`config.mk`:
```
export PLATFORM = sky130hd
export DESIGN_NAME = gregorian_date_stepper
export DESIGN_NICKNAME = d
export VERILOG_FILES = /design/src/rtl/gds_pkg.sv /design/src/rtl/gregorian_date_stepper.sv /design/src/rtl/gds_step_unit.sv
export SDC_FILE = /design/constraint.sdc
export NUM_CORES = 1
export LEC_CHECK = 0
export BUFFER_PORTS_ARGS = -buffer_cell sky130_fd_sc_hd__buf_2
export CORE_UTILIZATION = 50
export CTS_BUF_LIST = sky130_fd_sc_hd__clkbuf_2 sky130_fd_sc_hd__clkbuf_4 sky130_fd_sc_hd__clkbuf_8
export DETAILED_ROUTE_END_ITERATION = 16
export PLACE_DENSITY = 0.7
export RECOVER_POWER = 25
export SKIP_LAST_GASP = 1
export SYNTH_ARGS = -nofsm -noshare
export SYNTH_HDL_FRONTEND = slang
export SYNTH_SLANG_ARGS = --single-unit
```
`constraint.sdc`:
```
create_clock -name i_clk -period 6 [get_ports i_clk]
set_input_delay 0 -clock i_clk [delete_from_list [all_inputs] [get_ports i_clk]]
set_output_delay 0 -clock i_clk [all_outputs]
set_load 0.005 [all_outputs]
```
`src/rtl/gds_pkg.sv`:
```
`default_nettype none

package gds_pkg;

    // field widths
    localparam int DAY_W  = 5;
    localparam int MON_W  = 4;
    localparam int YEAR_W = 14;
    localparam int CNT_W  = 16;
    localparam int WD_W   = 3;
    localparam int YMOD_W = 9;   // year mod 400
    localparam int Q_W    = 6;   // year / 400 for a 14-bit year plus 400
    localparam int SUM_W  = 16;  // weekday accumulator before mod 7

    // parameter defaults
    localparam int YEAR_MAX_DEF   = 9999;
    localparam int COUNT_BITS_DEF = 16;

    // y / 400 == (y * RECIP_400) >> RECIP_SH, exact for y < 2^15
    localparam int RECIP_400 = 5243;
    localparam int RECIP_SH  = 21;
    localparam int PROD_W    = 27;

    localparam logic [YMOD_W-1:0] YMOD_LAST = YMOD_W'(399);

    localparam logic [MON_W-1:0] MON_JAN = MON_W'(1);
    localparam logic [MON_W-1:0] MON_FEB = MON_W'(2);
    localparam logic [MON_W-1:0] MON_MAR = MON_W'(3);
    localparam logic [MON_W-1:0] MON_APR = MON_W'(4);
    localparam logic [MON_W-1:0] MON_JUN = MON_W'(6);
    localparam logic [MON_W-1:0] MON_SEP = MON_W'(9);
    localparam logic [MON_W-1:0] MON_NOV = MON_W'(11);
    localparam logic [MON_W-1:0] MON_DEC = MON_W'(12);

    localparam logic [DAY_W-1:0] DAY_FIRST = DAY_W'(1);
    localparam logic [DAY_W-1:0] DAY_LAST  = DAY_W'(31);

    typedef enum logic [1:0] {
        OP_NEXT = 2'd0,
        OP_PREV = 2'd1,
        OP_ADD  = 2'd2,
        OP_SUB  = 2'd3
    } t_op;

    // result of one day step
    typedef struct packed {
        logic              ok;
        logic [DAY_W-1:0]  day;
        logic [MON_W-1:0]  month;
        logic              yr_inc;
        logic              yr_dec;
        logic [YMOD_W-1:0] ymod;
    } t_step;

    function automatic logic is_leap(input logic [YMOD_W-1:0] ymod);
        logic div4;
        logic cent;
        div4 = (ymod[1:0] == 2'd0);
        cent = (ymod == YMOD_W'(100)) || (ymod == YMOD_W'(200)) || (ymod == YMOD_W'(300));
        return div4 && !cent;
    endfunction

    function automatic logic [DAY_W-1:0] month_len(input logic [MON_W-1:0] m,
                                                   input logic leap);
        logic [DAY_W-1:0] len;
        if (m == MON_APR || m == MON_JUN || m == MON_SEP || m == MON_NOV) begin
            len = DAY_W'(30);
        end else if (m == MON_FEB) begin
            len = leap ? DAY_W'(29) : DAY_W'(28);
        end else begin
            len = DAY_W'(31);
        end
        return len;
    endfunction

    // floor(23 * m / 9)
    function automatic logic [DAY_W-1:0] kc_month_term(input logic [MON_W-1:0] m);
        logic [DAY_W-1:0] t;
        case (m)
            4'd1:    t = DAY_W'(2);
            4'd2:    t = DAY_W'(5);
            4'd3:    t = DAY_W'(7);
            4'd4:    t = DAY_W'(10);
            4'd5:    t = DAY_W'(12);
            4'd6:    t = DAY_W'(15);
            4'd7:    t = DAY_W'(17);
            4'd8:    t = DAY_W'(20);
            4'd9:    t = DAY_W'(23);
            4'd10:   t = DAY_W'(25);
            4'd11:   t = DAY_W'(28);
            4'd12:   t = DAY_W'(30);
            default: t = DAY_W'(0);
        endcase
        return t;
    endfunction

    // r / 100 for r < 400
    function automatic logic [1:0] div100(input logic [YMOD_W-1:0] r);
        logic [1:0] q;
        if (r >= YMOD_W'(300))      q = 2'd3;
        else if (r >= YMOD_W'(200)) q = 2'd2;
        else if (r >= YMOD_W'(100)) q = 2'd1;
        else                        q = 2'd0;
        return q;
    endfunction

    // mod 7 by folding octal digits (8 == 1 mod 7)
    function automatic logic [WD_W-1:0] mod7(input logic [SUM_W-1:0] x);
        logic [5:0] s1;
        logic [3:0] s2;
        logic [3:0] r;
        s1 = 6'(x[2:0]) + 6'(x[5:3]) + 6'(x[8:6]) + 6'(x[11:9])
           + 6'(x[14:12]) + 6'(x[15]);
        s2 = 4'(s1[2:0]) + 4'(s1[5:3]);
        if (s2 >= 4'd14)     r = s2 - 4'd14;
        else if (s2 >= 4'd7) r = s2 - 4'd7;
        else                 r = s2;
        return r[WD_W-1:0];
    endfunction

endpackage

`default_nettype wire

```
`src/rtl/gregorian_date_stepper.sv`:
```
// Gregorian date stepper.
// Input channel (i_valid / o_ready): one beat carries an opcode (next day,
// previous day, add or subtract i_day_count days) and a starting date.
// Output channel (o_valid / i_ready): one beat per input beat, carrying the
// resulting date, its weekday (0 = Sunday) and o_range_error. On a range
// error the (clamped) starting date and its weekday come back unchanged.
// Setup runs year / 400 via one reciprocal multiply, year mod 400, day
// clamp, weekday sum and mod 7 in turn; then the walk takes one step per
// day and the result is registered as the walk ends. A walk that leaves
// the year range stops once the failing step has set the error flag.
// o_ready rises as the result is registered, so a new date is taken only
// after the previous walk has ended; the walk through the one-day step
// unit sets the pace while the receiver keeps up.
// The result sits in an output register, so the next beat is taken while it
// waits; if the receiver still stalls when the next walk ends, the sequencer
// holds in its last state until the output register frees.
// Reset (synchronous, active low) returns the sequencer to idle and drops
// o_valid; nothing else needs clearing.
`default_nettype none

module gregorian_date_stepper #(
    parameter int YEAR_MAX   = gds_pkg::YEAR_MAX_DEF,
    parameter int COUNT_BITS = gds_pkg::COUNT_BITS_DEF
) (
    input  wire logic                      i_clk,
    input  wire logic                      i_rst_n,

    input  wire logic                      i_valid,
    output logic                           o_ready,
    input  wire logic [1:0]                i_opcode,
    input  wire logic [gds_pkg::DAY_W-1:0]  i_day_in,
    input  wire logic [gds_pkg::MON_W-1:0]  i_month_in,
    input  wire logic [gds_pkg::YEAR_W-1:0] i_year_in,
    input  wire logic [gds_pkg::CNT_W-1:0]  i_day_count,

    output logic                           o_valid,
    input  wire logic                      i_ready,
    output logic [gds_pkg::DAY_W-1:0]      o_day_out,
    output logic [gds_pkg::MON_W-1:0]      o_month_out,
    output logic [gds_pkg::YEAR_W-1:0]     o_year_out,
    output logic [gds_pkg::WD_W-1:0]       o_weekday,
    output logic                           o_range_error
);

    // only the low min(COUNT_BITS, 16) bits of the 16-bit count are used
    localparam int CW     = (COUNT_BITS < gds_pkg::CNT_W) ? COUNT_BITS : gds_pkg::CNT_W;
    // walking year must hold YEAR_MAX as well as any 14-bit input year
    localparam int YMAX_W = $clog2(YEAR_MAX + 1);
    localparam int YR_W   = (YMAX_W > gds_pkg::YEAR_W) ? YMAX_W : gds_pkg::YEAR_W;

    typedef enum logic [2:0] {
        S_IDLE,
        S_MOD,
        S_MODR,
        S_CLAMP,
        S_WD1,
        S_WD2,
        S_WALK
    } t_state;

    t_state                      r_state;
    logic                        r_back;
    logic [CW-1:0]               r_cnt;
    logic                        r_err;
    logic [gds_pkg::DAY_W-1:0]   r_d0;
    logic [gds_pkg::MON_W-1:0]   r_m0;
    logic [gds_pkg::YEAR_W-1:0]  r_y0;
    logic [gds_pkg::Q_W-1:0]     r_q;
    logic [gds_pkg::YMOD_W-1:0]  r_ymod;
    logic [gds_pkg::SUM_W-1:0]   r_sum;
    logic [gds_pkg::WD_W-1:0]    r_wd0;
    logic [gds_pkg::DAY_W-1:0]   r_d;
    logic [gds_pkg::MON_W-1:0]   r_m;
    logic [YR_W-1:0]             r_y;
    logic [gds_pkg::WD_W-1:0]    r_wd;

    logic                        r_ov;
    logic [gds_pkg::DAY_W-1:0]   r_o_day;
    logic [gds_pkg::MON_W-1:0]   r_o_month;
    logic [gds_pkg::YEAR_W-1:0]  r_o_year;
    logic [gds_pkg::WD_W-1:0]    r_o_wd;
    logic                        r_o_err;

    gds_pkg::t_op                in_op;
    logic [gds_pkg::MON_W-1:0]   in_month;
    logic [gds_pkg::PROD_W-1:0]  prod;
    logic [gds_pkg::YEAR_W:0]    q_times_400;
    logic [gds_pkg::YEAR_W-1:0]  ymod_wide;
    logic [gds_pkg::DAY_W-1:0]   len0;
    logic [gds_pkg::Q_W-1:0]     wd_q;
    logic [gds_pkg::YMOD_W-1:0]  wd_r;
    logic                        early;       // January or February
    logic [gds_pkg::SUM_W-1:0]   n_sum;
    gds_pkg::t_step              step;
    logic                        out_free;
    logic                        walk_done;

    assign in_op = gds_pkg::t_op'(i_opcode);

    // month clamp into 1..12
    always_comb begin
        if (i_month_in == '0)                  in_month = gds_pkg::MON_JAN;
        else if (i_month_in > gds_pkg::MON_DEC) in_month = gds_pkg::MON_DEC;
        else                                   in_month = i_month_in;
    end

    // year / 400 by reciprocal multiply, registered into r_q
    assign prod = gds_pkg::PROD_W'(r_y0) * gds_pkg::PROD_W'(gds_pkg::RECIP_400);
    assign q_times_400 = (gds_pkg::YEAR_W+1)'(r_q) * (gds_pkg::YEAR_W+1)'(400);
    assign ymod_wide   = r_y0 - q_times_400[gds_pkg::YEAR_W-1:0];

    assign len0 = gds_pkg::month_len(r_m0, gds_pkg::is_leap(r_ymod));

    // Keith-Craver: Y = y + 399 for Jan/Feb, y + 400 otherwise; split Y into
    // 400 * wd_q + wd_r from the year's own quotient and remainder
    assign early = (r_m0 < gds_pkg::MON_MAR);
    always_comb begin
        if (early && r_ymod == '0) begin
            wd_q = r_q;
            wd_r = gds_pkg::YMOD_LAST;
        end else if (early) begin
            wd_q = r_q + gds_pkg::Q_W'(1);
            wd_r = r_ymod - gds_pkg::YMOD_W'(1);
        end else begin
            wd_q = r_q + gds_pkg::Q_W'(1);
            wd_r = r_ymod;
        end
    end

    // d + 23m/9 + y + 4 + day shift + Y/4 - Y/100 + Y/400, with
    // Y/4 - Y/100 + Y/400 = 97*q + r/4 - r/100
    assign n_sum = gds_pkg::SUM_W'(gds_pkg::kc_month_term(r_m0))
                 + gds_pkg::SUM_W'(r_d0)
                 + gds_pkg::SUM_W'(4)
                 + gds_pkg::SUM_W'(r_y0)
                 + (early ? gds_pkg::SUM_W'(400) : gds_pkg::SUM_W'(398))
                 + gds_pkg::SUM_W'(wd_q) * gds_pkg::SUM_W'(97)
                 + gds_pkg::SUM_W'(wd_r[gds_pkg::YMOD_W-1:2])
                 - gds_pkg::SUM_W'(gds_pkg::div100(wd_r));

    gds_step_unit #(
        .YR_W     (YR_W),
        .YEAR_MAX (YEAR_MAX)
    ) u_step (
        .i_back  (r_back),
        .i_day   (r_d),
        .i_month (r_m),
        .i_year  (r_y),
        .i_ymod  (r_ymod),
        .o_res   (step)
    );

    assign out_free  = !r_ov || i_ready;
    assign walk_done = r_err || (r_cnt == '0);

    always_ff @(posedge i_clk) begin
        if (!i_rst_n) begin
            r_state <= S_IDLE;
            r_ov    <= 1'b0;
        end else begin
            // a finishing walk refills the output register as it drains
            if ((r_state == S_WALK) && walk_done && out_free) begin
                r_ov <= 1'b1;
            end else if (r_ov && i_ready) begin
                r_ov <= 1'b0;
            end
            case (r_state)
                S_IDLE: begin
                    if (i_valid) begin
                        r_back  <= (in_op == gds_pkg::OP_PREV) || (in_op == gds_pkg::OP_SUB);
                        r_cnt   <= (in_op == gds_pkg::OP_ADD || in_op == gds_pkg::OP_SUB)
                                 ? i_day_count[CW-1:0] : CW'(1);
                        r_d0    <= i_day_in;
                        r_m0    <= in_month;
                        r_y0    <= i_year_in;
                        r_state <= S_MOD;
                    end
                end
                S_MOD: begin
                    r_q     <= prod[gds_pkg::RECIP_SH +: gds_pkg::Q_W];
                    r_state <= S_MODR;
                end
                S_MODR: begin
                    r_ymod  <= ymod_wide[gds_pkg::YMOD_W-1:0];
                    r_state <= S_CLAMP;
                end
                S_CLAMP: begin
                    // day clamp into 1..length of month
                    if (r_d0 == '0)       r_d0 <= gds_pkg::DAY_FIRST;
                    else if (r_d0 > len0) r_d0 <= len0;
                    r_state <= S_WD1;
                end
                S_WD1: begin
                    r_sum   <= n_sum;
                    r_d     <= r_d0;
                    r_m     <= r_m0;
                    r_y     <= YR_W'(r_y0);
                    r_err   <= (YR_W'(r_y0) > YR_W'(YEAR_MAX));
                    r_state <= S_WD2;
                end
                S_WD2: begin
                    r_wd0   <= gds_pkg::mod7(r_sum);
                    r_wd    <= gds_pkg::mod7(r_sum);
                    r_state <= S_WALK;
                end
                S_WALK: begin
                    if (walk_done) begin
                        if (out_free) begin
                            r_o_err   <= r_err;
                            r_o_day   <= r_err ? r_d0 : r_d;
                            r_o_month <= r_err ? r_m0 : r_m;
                            r_o_year  <= r_err ? r_y0 : r_y[gds_pkg::YEAR_W-1:0];
                            r_o_wd    <= r_err ? r_wd0 : r_wd;
                            r_state   <= S_IDLE;
                        end
                    end else if (!step.ok) begin
                        // left the year range; r_err ends the walk, which returns the clamped input date
                        r_err <= 1'b1;
                    end else begin
                        r_d    <= step.day;
                        r_m    <= step.month;
                        r_ymod <= step.ymod;
                        if (step.yr_inc)      r_y <= r_y + YR_W'(1);
                        else if (step.yr_dec) r_y <= r_y - YR_W'(1);
                        if (r_back) begin
                            r_wd <= (r_wd == '0) ? gds_pkg::WD_W'(6) : r_wd - gds_pkg::WD_W'(1);
                        end else begin
                            r_wd <= (r_wd == gds_pkg::WD_W'(6)) ? '0 : r_wd + gds_pkg::WD_W'(1);
                        end
                        r_cnt <= r_cnt - CW'(1);
                    end
                end
                default: begin
                    r_state <= S_IDLE;
                end
            endcase
        end
    end

    assign o_ready       = (r_state == S_IDLE);
    assign o_valid       = r_ov;
    assign o_day_out     = r_o_day;
    assign o_month_out   = r_o_month;
    assign o_year_out    = r_o_year;
    assign o_weekday     = r_o_wd;
    assign o_range_error = r_o_err;

endmodule

`default_nettype wire

```
`src/rtl/gds_step_unit.sv`:
```
`default_nettype none

// One calendar day forward or back; the shared unit of the walk.
module gds_step_unit #(
    parameter int YR_W     = gds_pkg::YEAR_W,
    parameter int YEAR_MAX = gds_pkg::YEAR_MAX_DEF
) (
    input  wire logic                       i_back,
    input  wire logic [gds_pkg::DAY_W-1:0]  i_day,
    input  wire logic [gds_pkg::MON_W-1:0]  i_month,
    input  wire logic [YR_W-1:0]            i_year,
    input  wire logic [gds_pkg::YMOD_W-1:0] i_ymod,
    output gds_pkg::t_step                  o_res
);

    logic                      leap;
    logic [gds_pkg::DAY_W-1:0] len_cur;
    logic [gds_pkg::DAY_W-1:0] len_prev;
    logic [gds_pkg::MON_W-1:0] month_prev;

    assign leap       = gds_pkg::is_leap(i_ymod);
    assign len_cur    = gds_pkg::month_len(i_month, leap);
    assign month_prev = i_month - gds_pkg::MON_W'(1);
    assign len_prev   = gds_pkg::month_len(month_prev, leap);

    always_comb begin
        o_res.ok     = 1'b1;
        o_res.day    = i_day;
        o_res.month  = i_month;
        o_res.yr_inc = 1'b0;
        o_res.yr_dec = 1'b0;
        o_res.ymod   = i_ymod;
        if (!i_back) begin
            if (i_day < len_cur) begin
                o_res.day = i_day + gds_pkg::DAY_W'(1);
            end else if (i_month < gds_pkg::MON_DEC) begin
                o_res.day   = gds_pkg::DAY_FIRST;
                o_res.month = i_month + gds_pkg::MON_W'(1);
            end else if (i_year >= YR_W'(YEAR_MAX)) begin
                o_res.ok = 1'b0;
            end else begin
                o_res.day    = gds_pkg::DAY_FIRST;
                o_res.month  = gds_pkg::MON_JAN;
                o_res.yr_inc = 1'b1;
                o_res.ymod   = (i_ymod == gds_pkg::YMOD_LAST) ? '0
                             : i_ymod + gds_pkg::YMOD_W'(1);
            end
        end else begin
            if (i_day > gds_pkg::DAY_FIRST) begin
                o_res.day = i_day - gds_pkg::DAY_W'(1);
            end else if (i_month > gds_pkg::MON_JAN) begin
                o_res.month = month_prev;
                o_res.day   = len_prev;
            end else if (i_year == '0) begin
                o_res.ok = 1'b0;
            end else begin
                o_res.day    = gds_pkg::DAY_LAST;
                o_res.month  = gds_pkg::MON_DEC;
                o_res.yr_dec = 1'b1;
                o_res.ymod   = (i_ymod == '0) ? gds_pkg::YMOD_LAST
                             : i_ymod - gds_pkg::YMOD_W'(1);
            end
        end
    end

endmodule

`default_nettype wire
```
==> metrics, run 1 <==
outcome finished, violations left; failing checks max-capacitance violations, max-slew violations; drt pass-1 iters 5; Critical Path Sink Type register; Antenna Violating Nets Remaining 0; DRT iter0 DRCs around 740; GPL Wtd Cong about 0.9; die outline width between 150 and 200 um; largest area contributor in the netlist edfxtp_1; Worst-Margin Slew about 1.9 ns; core area about 0.028 mm2; WL final 33200 um; Netlist cell types between 80 and 90; Die Y 170 um; GR Overflow Total 0; Yosys top cell area share roughly 27%; Vias/cell approximately 5.5; hold path start i_opcode[1]; Max-slew headroom -26.7%; Final Hold Viols 0; Nets between 1500 and 2000; Initial Util 50.8%; Remaining DRCs 0; maximum vdd drop 243 uV; IO Port Bufs 73; CTS tree done; Placed Cells ~1900; Total GRT Usage a little under a quarter; Final Skew between 0.02 and 0.03 ns; Die Area a little under 0.03 mm2; register area share after synthesis between 20 and 30%; clock sink count between 100 and 150; H-tree Lvls 4; worst-path fanout max 3; first-pass GRT wire length between 50000 and 60000 um; Synth Flop Type edfxtp_1; Mean Syn Cell Area between 10 and 15 um2; Mapped Cells about 1400; Synth area leaders edfxtp_1, ha_1, fa_1; register bit total from synthesis about 130; critical path class register to register; Clock Tree Buf Depth 2; area grow syn2layout 15.6%; Top-Level Pins 74; crit start category register; final setup fails 0; crit path DAT about 6.2 ns; Mapped Nets 1771; fraction of layout cells with a size suffix above 1 between 10% and 20%; Max-Cap Viols 1; routed length per instance between 15 and 20 um; Min-Delay Path Class input pin to register; # rows between 60 and 70; CTS Buf Count 17; RSZ-0062 raised after global routing true; largest net degree at the start of global routing 46; Final period util between 90% and 100%; clock latency at the later pin of the worst-skew pair ~0.47 ns; Worst Setup SP r_ymod[1]; CTS clk-pin slew, worst paths around 0.080 ns; Synth Warn # 0; Pleak ~7.3 nW; count leader, synth inv_1; DR vias 10800; FMAX 170 MHz; CP required ~6.3 ns; Slew Limit Fails 35; number of global-route vias before repair 10800; pwr dens about 320 mW/mm2; Post-synth EDFFs about 130; Util after Layout 58.7%; detailed placement HPWL approximately 26000 um; Post-synth ARST share 0%; Mapped Area roughly 0.014 mm2; n_diodes 0; initial antenna violation count 0; Pwr Total slightly above 0.005 W; final worst path period need just under 6 ns; CTS Root Cell clkbuf_8; synth cell count leaders inv_1, ha_1, edfxtp_1; Finished Layout Cells 1959; Reg2Reg Launch Point r_ymod[1]
power breakdown:
group / internal [W] / switching, W / total, W
registers: 0.00119 / 0.0000408 / 0.00123
clock network: 0.000414 / 0.000400 / 0.000815
logic: 0.00146 / 0.00169 / 0.00315
total: 0.00307 / 0.00213 / 0.00520
through the flow:
step	worst slack [ns]	cell area, um2	hold slack, ns	setup TNS (ns)
final	0.114	16300	0.0356	0
after global routing	-0.111	16300	0.0744	-0.239
after CTS	0.0287	16200	0.0182	0
after detailed placement	-0.195	15300	0.178	-0.719
after global placement	0.0150	15300	0.177	0
after floorplan	0.0132	14100	0.0989	0
path summary, 6_finish.rpt:
| kind | cells past startpoint | slack [ns] | end |
|---|---|---|---|
| max | 21 | 0.11 | r_sum[15] |
| min | 3 | 0.04 | r_cnt[5] |
| max reg2reg | 21 | 0.11 | r_sum[15] |
| min reg2reg | 2 | 0.53 | o_weekday[1] |
routing by layer:
metal | vias up | GRT usage (%) | share of wire, %
met3 | 59 | 3.66 | 5.9
met4 | 0 | 6.97 | 2.1
met2 | 352 | 40.6 | 49
li1 | 5192 | - | -
met1 | 5183 | 31.4 | 43
met5 | - | 0 | 0
state kept, by name, indices dropped and copies added (netlist names):
signal,flops
o_month_out,4
r_back,1
o_range_error,1
r_cnt,16
r_q,6
r_err,1
r_wd0,3
o_day_out,5
r_m,4
o_weekday,3
r_y,14
r_d,5
o_year_out,14
r_d0,5
r_state,3
r_y0,14
r_sum,16
o_valid,1
r_ymod,9
r_m0,4
r_wd,3
area by class of cell:
class                   instances  area (um2)
clock buffers                  17         234
flip-flops and latches        132        3920
multi-input cells            1001        9290
well taps                     378         473
fillers                      2363       11400
clock inverters                14         178
repair buffers                190        1330
inverters                     227         852
layout by cell type (no fill, tap or decap), types with 5 or more instances in the layout:
master         instances
edfxtp_1             128
mux2_2                20
fa_2                   5
o21ai_0               89
or2_2                 10
nor3_1                26
a21oi_2                5
ha_1                 212
nor2b_1               11
o22ai_1                6
nand3_1               40
o221ai_1               7
fa_1                 103
o21a_1                12
nand2_1               83
nand4_1                7
a211oi_1               6
dlygate4sd3_1         45
or3_1                  6
buf_2                 47
inv_1                223
clkbuf_8              17
nor2_1                63
xnor2_1               48
nand2b_1              11
o21ai_1                5
a31oi_1               16
buf_4                 69
clkbuf_1              27
and3_1                 5
a21oi_1               54
xor2_1                28
a21o_1                18
what timing repair did:
| item | 4_1_cts | 5_1_grt |
|---|---|---|
| gates resized for setup | 6 | 25 |
| gates cloned | 0 | 0 |
| pin swaps | 2 | 20 |
| setup buffers | 1 | 5 |
| hold endpoints to repair | 44 | 0 |
| hold buffers | 45 | 0 |
| setup endpoints to repair | 6 | 7 |
worst max-delay path, stage by stage, from the launching register on:
cell	delay, ns
edfxtp_1	0.40
buf_6	0.14
or4_4	0.55
nor3_4	0.23
o21ai_2	0.08
mux2i_2	0.24
nand3_1	0.11
a21o_1	0.18
a32oi_2	0.26
fa_1	0.51
fa_2	0.46
fa_2	0.54
inv_1	0.05
fa_2	0.35
ha_4	0.18
a211o_1	0.32
a21oi_2	0.18
o21ai_2	0.08
a41oi_2	0.24
a21oi_2	0.09
or4_1	0.48
nand3_2	0.07
logic make-up (layout without fill, tap and decap cells):
logic type	Yosys count	count (layout)	synth area share [%]
AOI/OAI and AO/OA	274	274	12.8
xor gates and xnor gates	77	77	4.84
DFF	132	132	27.9
and+or+nand+nor	300	300	10.6
buffers and inverters	269	448	7.31
adders and majority gates	324	324	34.6
muxes	26	26	2.04
No activity file was read; power rests on OpenSTA's default activity.
==> inputs of run 2 (changes only) <==
--- a/config.mk
+++ b/config.mk
@@ -14,4 +14,5 @@
 export SKIP_LAST_GASP = 1
 export SYNTH_ARGS = -nofsm -noshare
 export SYNTH_HDL_FRONTEND = slang
+export SYNTH_HIERARCHICAL = 1
 export SYNTH_SLANG_ARGS = --single-unit
==> metrics, run 2 <==
Synth area leaders edfxtp_1, ha_1, fa_1 (unchanged); Netlist cell types 86 (was 83); Crit path top cell by count fa_1 (was fa_2); final setup fails 0 (unchanged); Synth Flop Type edfxtp_1 (unchanged); CTS tree done (unchanged); Final period util 97.0% (was 98.1%); critical path's largest stage delay 0.62 ns (was 0.55 ns); Final Instance Area 0.0165 mm2 (was 0.0163 mm2); met3 usage 3.07% (was 3.66%); largest area contributor in the netlist edfxtp_1 (unchanged); routed length per instance 17.3 um (was 16.9 um); Remaining DRCs 0 (unchanged); worst-path fanout max 5 (was 3); die outline width 173 um (was 170 um); Mapped Nets 1869 (was 1771); GRT busiest layer met2 (unchanged); R2R setup slack 0.18 ns (was 0.11 ns); crit path DAT 6.07 ns (was 6.22 ns); GPL Wtd Cong 0.932 (was 0.921); Slew Limit Fails 31 (was 35); largest registers r_cnt (16), r_sum (16) (unchanged); final worst path period need 5.82 ns (was 5.89 ns); Synth Warn # 6 (was 0); DP Area 0.0156 mm2 (was 0.0153 mm2); CTS Buf Count 17 (unchanged); Util after Layout 57.3% (was 58.7%); Yosys top cell area share 26.2% (was 27.3%); Die Y 173 um (was 170 um); Worst-Margin Slew 1.87 ns (was 1.90 ns); outcome finished, violations left (unchanged); CP required 6.24 ns (was 6.33 ns); Top-Level Pins 74 (unchanged); critical path class register to register (unchanged); critical path cell sequence ha_4 > or4_4 > nor3_2 > mux2i_1 > inv_1 > buf_4 > fa_1 > inv_1 > fa_1 > fa_1 > fa_1 > inv_1 > ha_1 > a211oi_1 > o21a_1 > o211ai_1 > a31o_2 > a21oi_1 > xnor2_1 (was buf_6 > or4_4 > nor3_4 > o21ai_2 > mux2i_2 > nand3_1 > a21o_1 > a32oi_2 > fa_1 > fa_2 > fa_2 > inv_1 > fa_2 > ha_4 > a211o_1 > a21oi_2 > o21ai_2 > a41oi_2 > a21oi_2 > or4_1 > nand3_2); Mapped Area 0.0147 mm2 (was 0.0141 mm2); number of global-route vias before repair 11200 (was 10800); synth cell count leaders inv_1, ha_1, edfxtp_1 (unchanged); Finished Layout Cells 2022 (was 1959); Final Skew 0.0212 ns (was 0.0264 ns); Pleak 7.25 nW (was 7.29 nW); Post-synth EDFFs 128 (unchanged); count leader, synth inv_1 (unchanged); largest net degree at the start of global routing 45 (was 46); Die Area 0.0300 mm2 (was 0.0288 mm2); clock latency at the later pin of the worst-skew pair 0.48 ns (was 0.47 ns); WHS 0.0568 ns (was 0.0356 ns); Antenna Violating Nets Remaining 0 (unchanged); met1 Resource Use GR 33.8% (was 31.4%); H-tree Lvls 4 (unchanged); FMAX 172 MHz (was 170 MHz); Initial Util 51.0% (was 50.8%); initial antenna violation count 0 (unchanged); clock sink count 132 (unchanged); DRT iter0 DRCs 899 (was 744); met2 GRT Util 39.4% (was 40.6%); area grow syn2layout 12.5% (was 15.6%); critical path's slowest cell fa_1 (was or4_4); Vias/cell 5.59 (was 5.51); # rows 62 (was 61); GR Overflow Total 0 (unchanged); Min-Delay Path Class input pin to register (unchanged); maximum vdd drop 254 uV (was 243 uV); drt pass-1 iters 6 (was 5); most common cell after layout, fill and taps aside inv_1 (unchanged); crit start category register (unchanged); n_diodes 0 (unchanged); WL final 35100 um (was 33200 um); failing checks max-capacitance violations, max-slew violations (unchanged); Post-synth ARST share 0% (unchanged); Clock Tree Buf Depth 2 (unchanged); Mapped Cells 1499 (was 1402); Nets 1995 (was 1938); most frequent cells in the layout inv_1, ha_1, edfxtp_1 (unchanged); fraction of layout cells with a size suffix above 1 12.1% (was 15.0%); detailed placement HPWL 27400 um (was 25900 um); Max-slew headroom -24.9% (was -26.7%); DR vias 11300 (was 10800); core area 0.0288 mm2 (was 0.0277 mm2); CTS Root Cell clkbuf_8 (unchanged); Max-Cap Viols 1 (unchanged); Mean Syn Cell Area 9.79 um2 (was 10.0 um2); pwr dens 323 mW/mm2 (was 319 mW/mm2); Final Hold Viols 0 (unchanged); top cell family by delay on the critical path adder cells (unchanged); IO Port Bufs 73 (unchanged); Total GRT Usage 24.2% (was 23.9%); Critical Path Sink Type register (unchanged); register area share after synthesis 26.8% (was 27.9%); Worst Path Buf+Inv 4 (was 2); Placed Cells 1944 (was 1877); first-pass GRT wire length 57400 um (was 53800 um); CTS clk-pin slew, worst paths 0.10 ns (was 0.08 ns); register bit total from synthesis 132 (unchanged)
## run 2: through the flow
stage | setup TNS (ns) | setup slack, ns | power (W)
after floorplan | 0 | 0.329 | 0.00370
after global routing | -0.0106 | -0.0106 | 0.00585
after CTS | 0 | 0.0326 | 0.00535
after global placement | 0 | 0.139 | 0.00433
after detailed placement | -0.0284 | -0.0284 | 0.00444
final | 0 | 0.178 | 0.00534
## run 2: final cells by class
cell class	count	area [um2]
clock inverters	15	204
well taps	384	480
fillers	2540	12300
multi-input cells	1097	9780
inverters	228	856
repair buffers	149	1020
flip-flops and latches	132	3920
clock buffers	17	234
## run 2: path summary, 6_finish.rpt
| check | startpoint | end | cells past startpoint |
|---|---|---|---|
| min | i_opcode[1] | r_cnt[15] | 3 |
| max reg2reg | r_m0[0] | r_sum[15] | 19 |
| min reg2reg | r_wd0[1] | o_weekday[1] | 2 |
| max | r_m0[0] | r_sum[15] | 19 |
## run 2: cell families after synthesis
logic type	synth area share, %
multiplexers	2.53
flip-flops	26.8
buffers and inverters	7.11
XOR/XNOR	3.93
adder cells (fa/ha/maj)	33.3
AO/OA/AOI/OAI	12.9
AND/OR/NAND/NOR	13.5
## run 2: tightest hold or removal path, stage by stage
cell     delay, ns
buf_2         0.19
nand3_1       0.10
o21ai_1       0.07
## run 2: where the power goes
part	switching, W	internal [W]	total [W]
Sequential	0.0000504	0.00120	0.00125
Clock	0.000403	0.000456	0.000859
Combinational	0.00179	0.00144	0.00323
## run 2: repair_timing
action | 4_1_cts | 5_1_grt
pin swaps | 0 | 7
endpoints found under the setup margin | 1 | 5
gates cloned | 0 | 0
gates resized for setup | 2 | 15
buffers inserted | 0 | 1
hold endpoints to repair | 44 | 0
hold buffers | 45 | 0
## run 2: routing by layer
layer	part of all wire, %	vias to the layer above
met4	2.0	0
li1	-	5492
met3	4.4	44
met5	0	-
met2	47	264
met1	47	5513
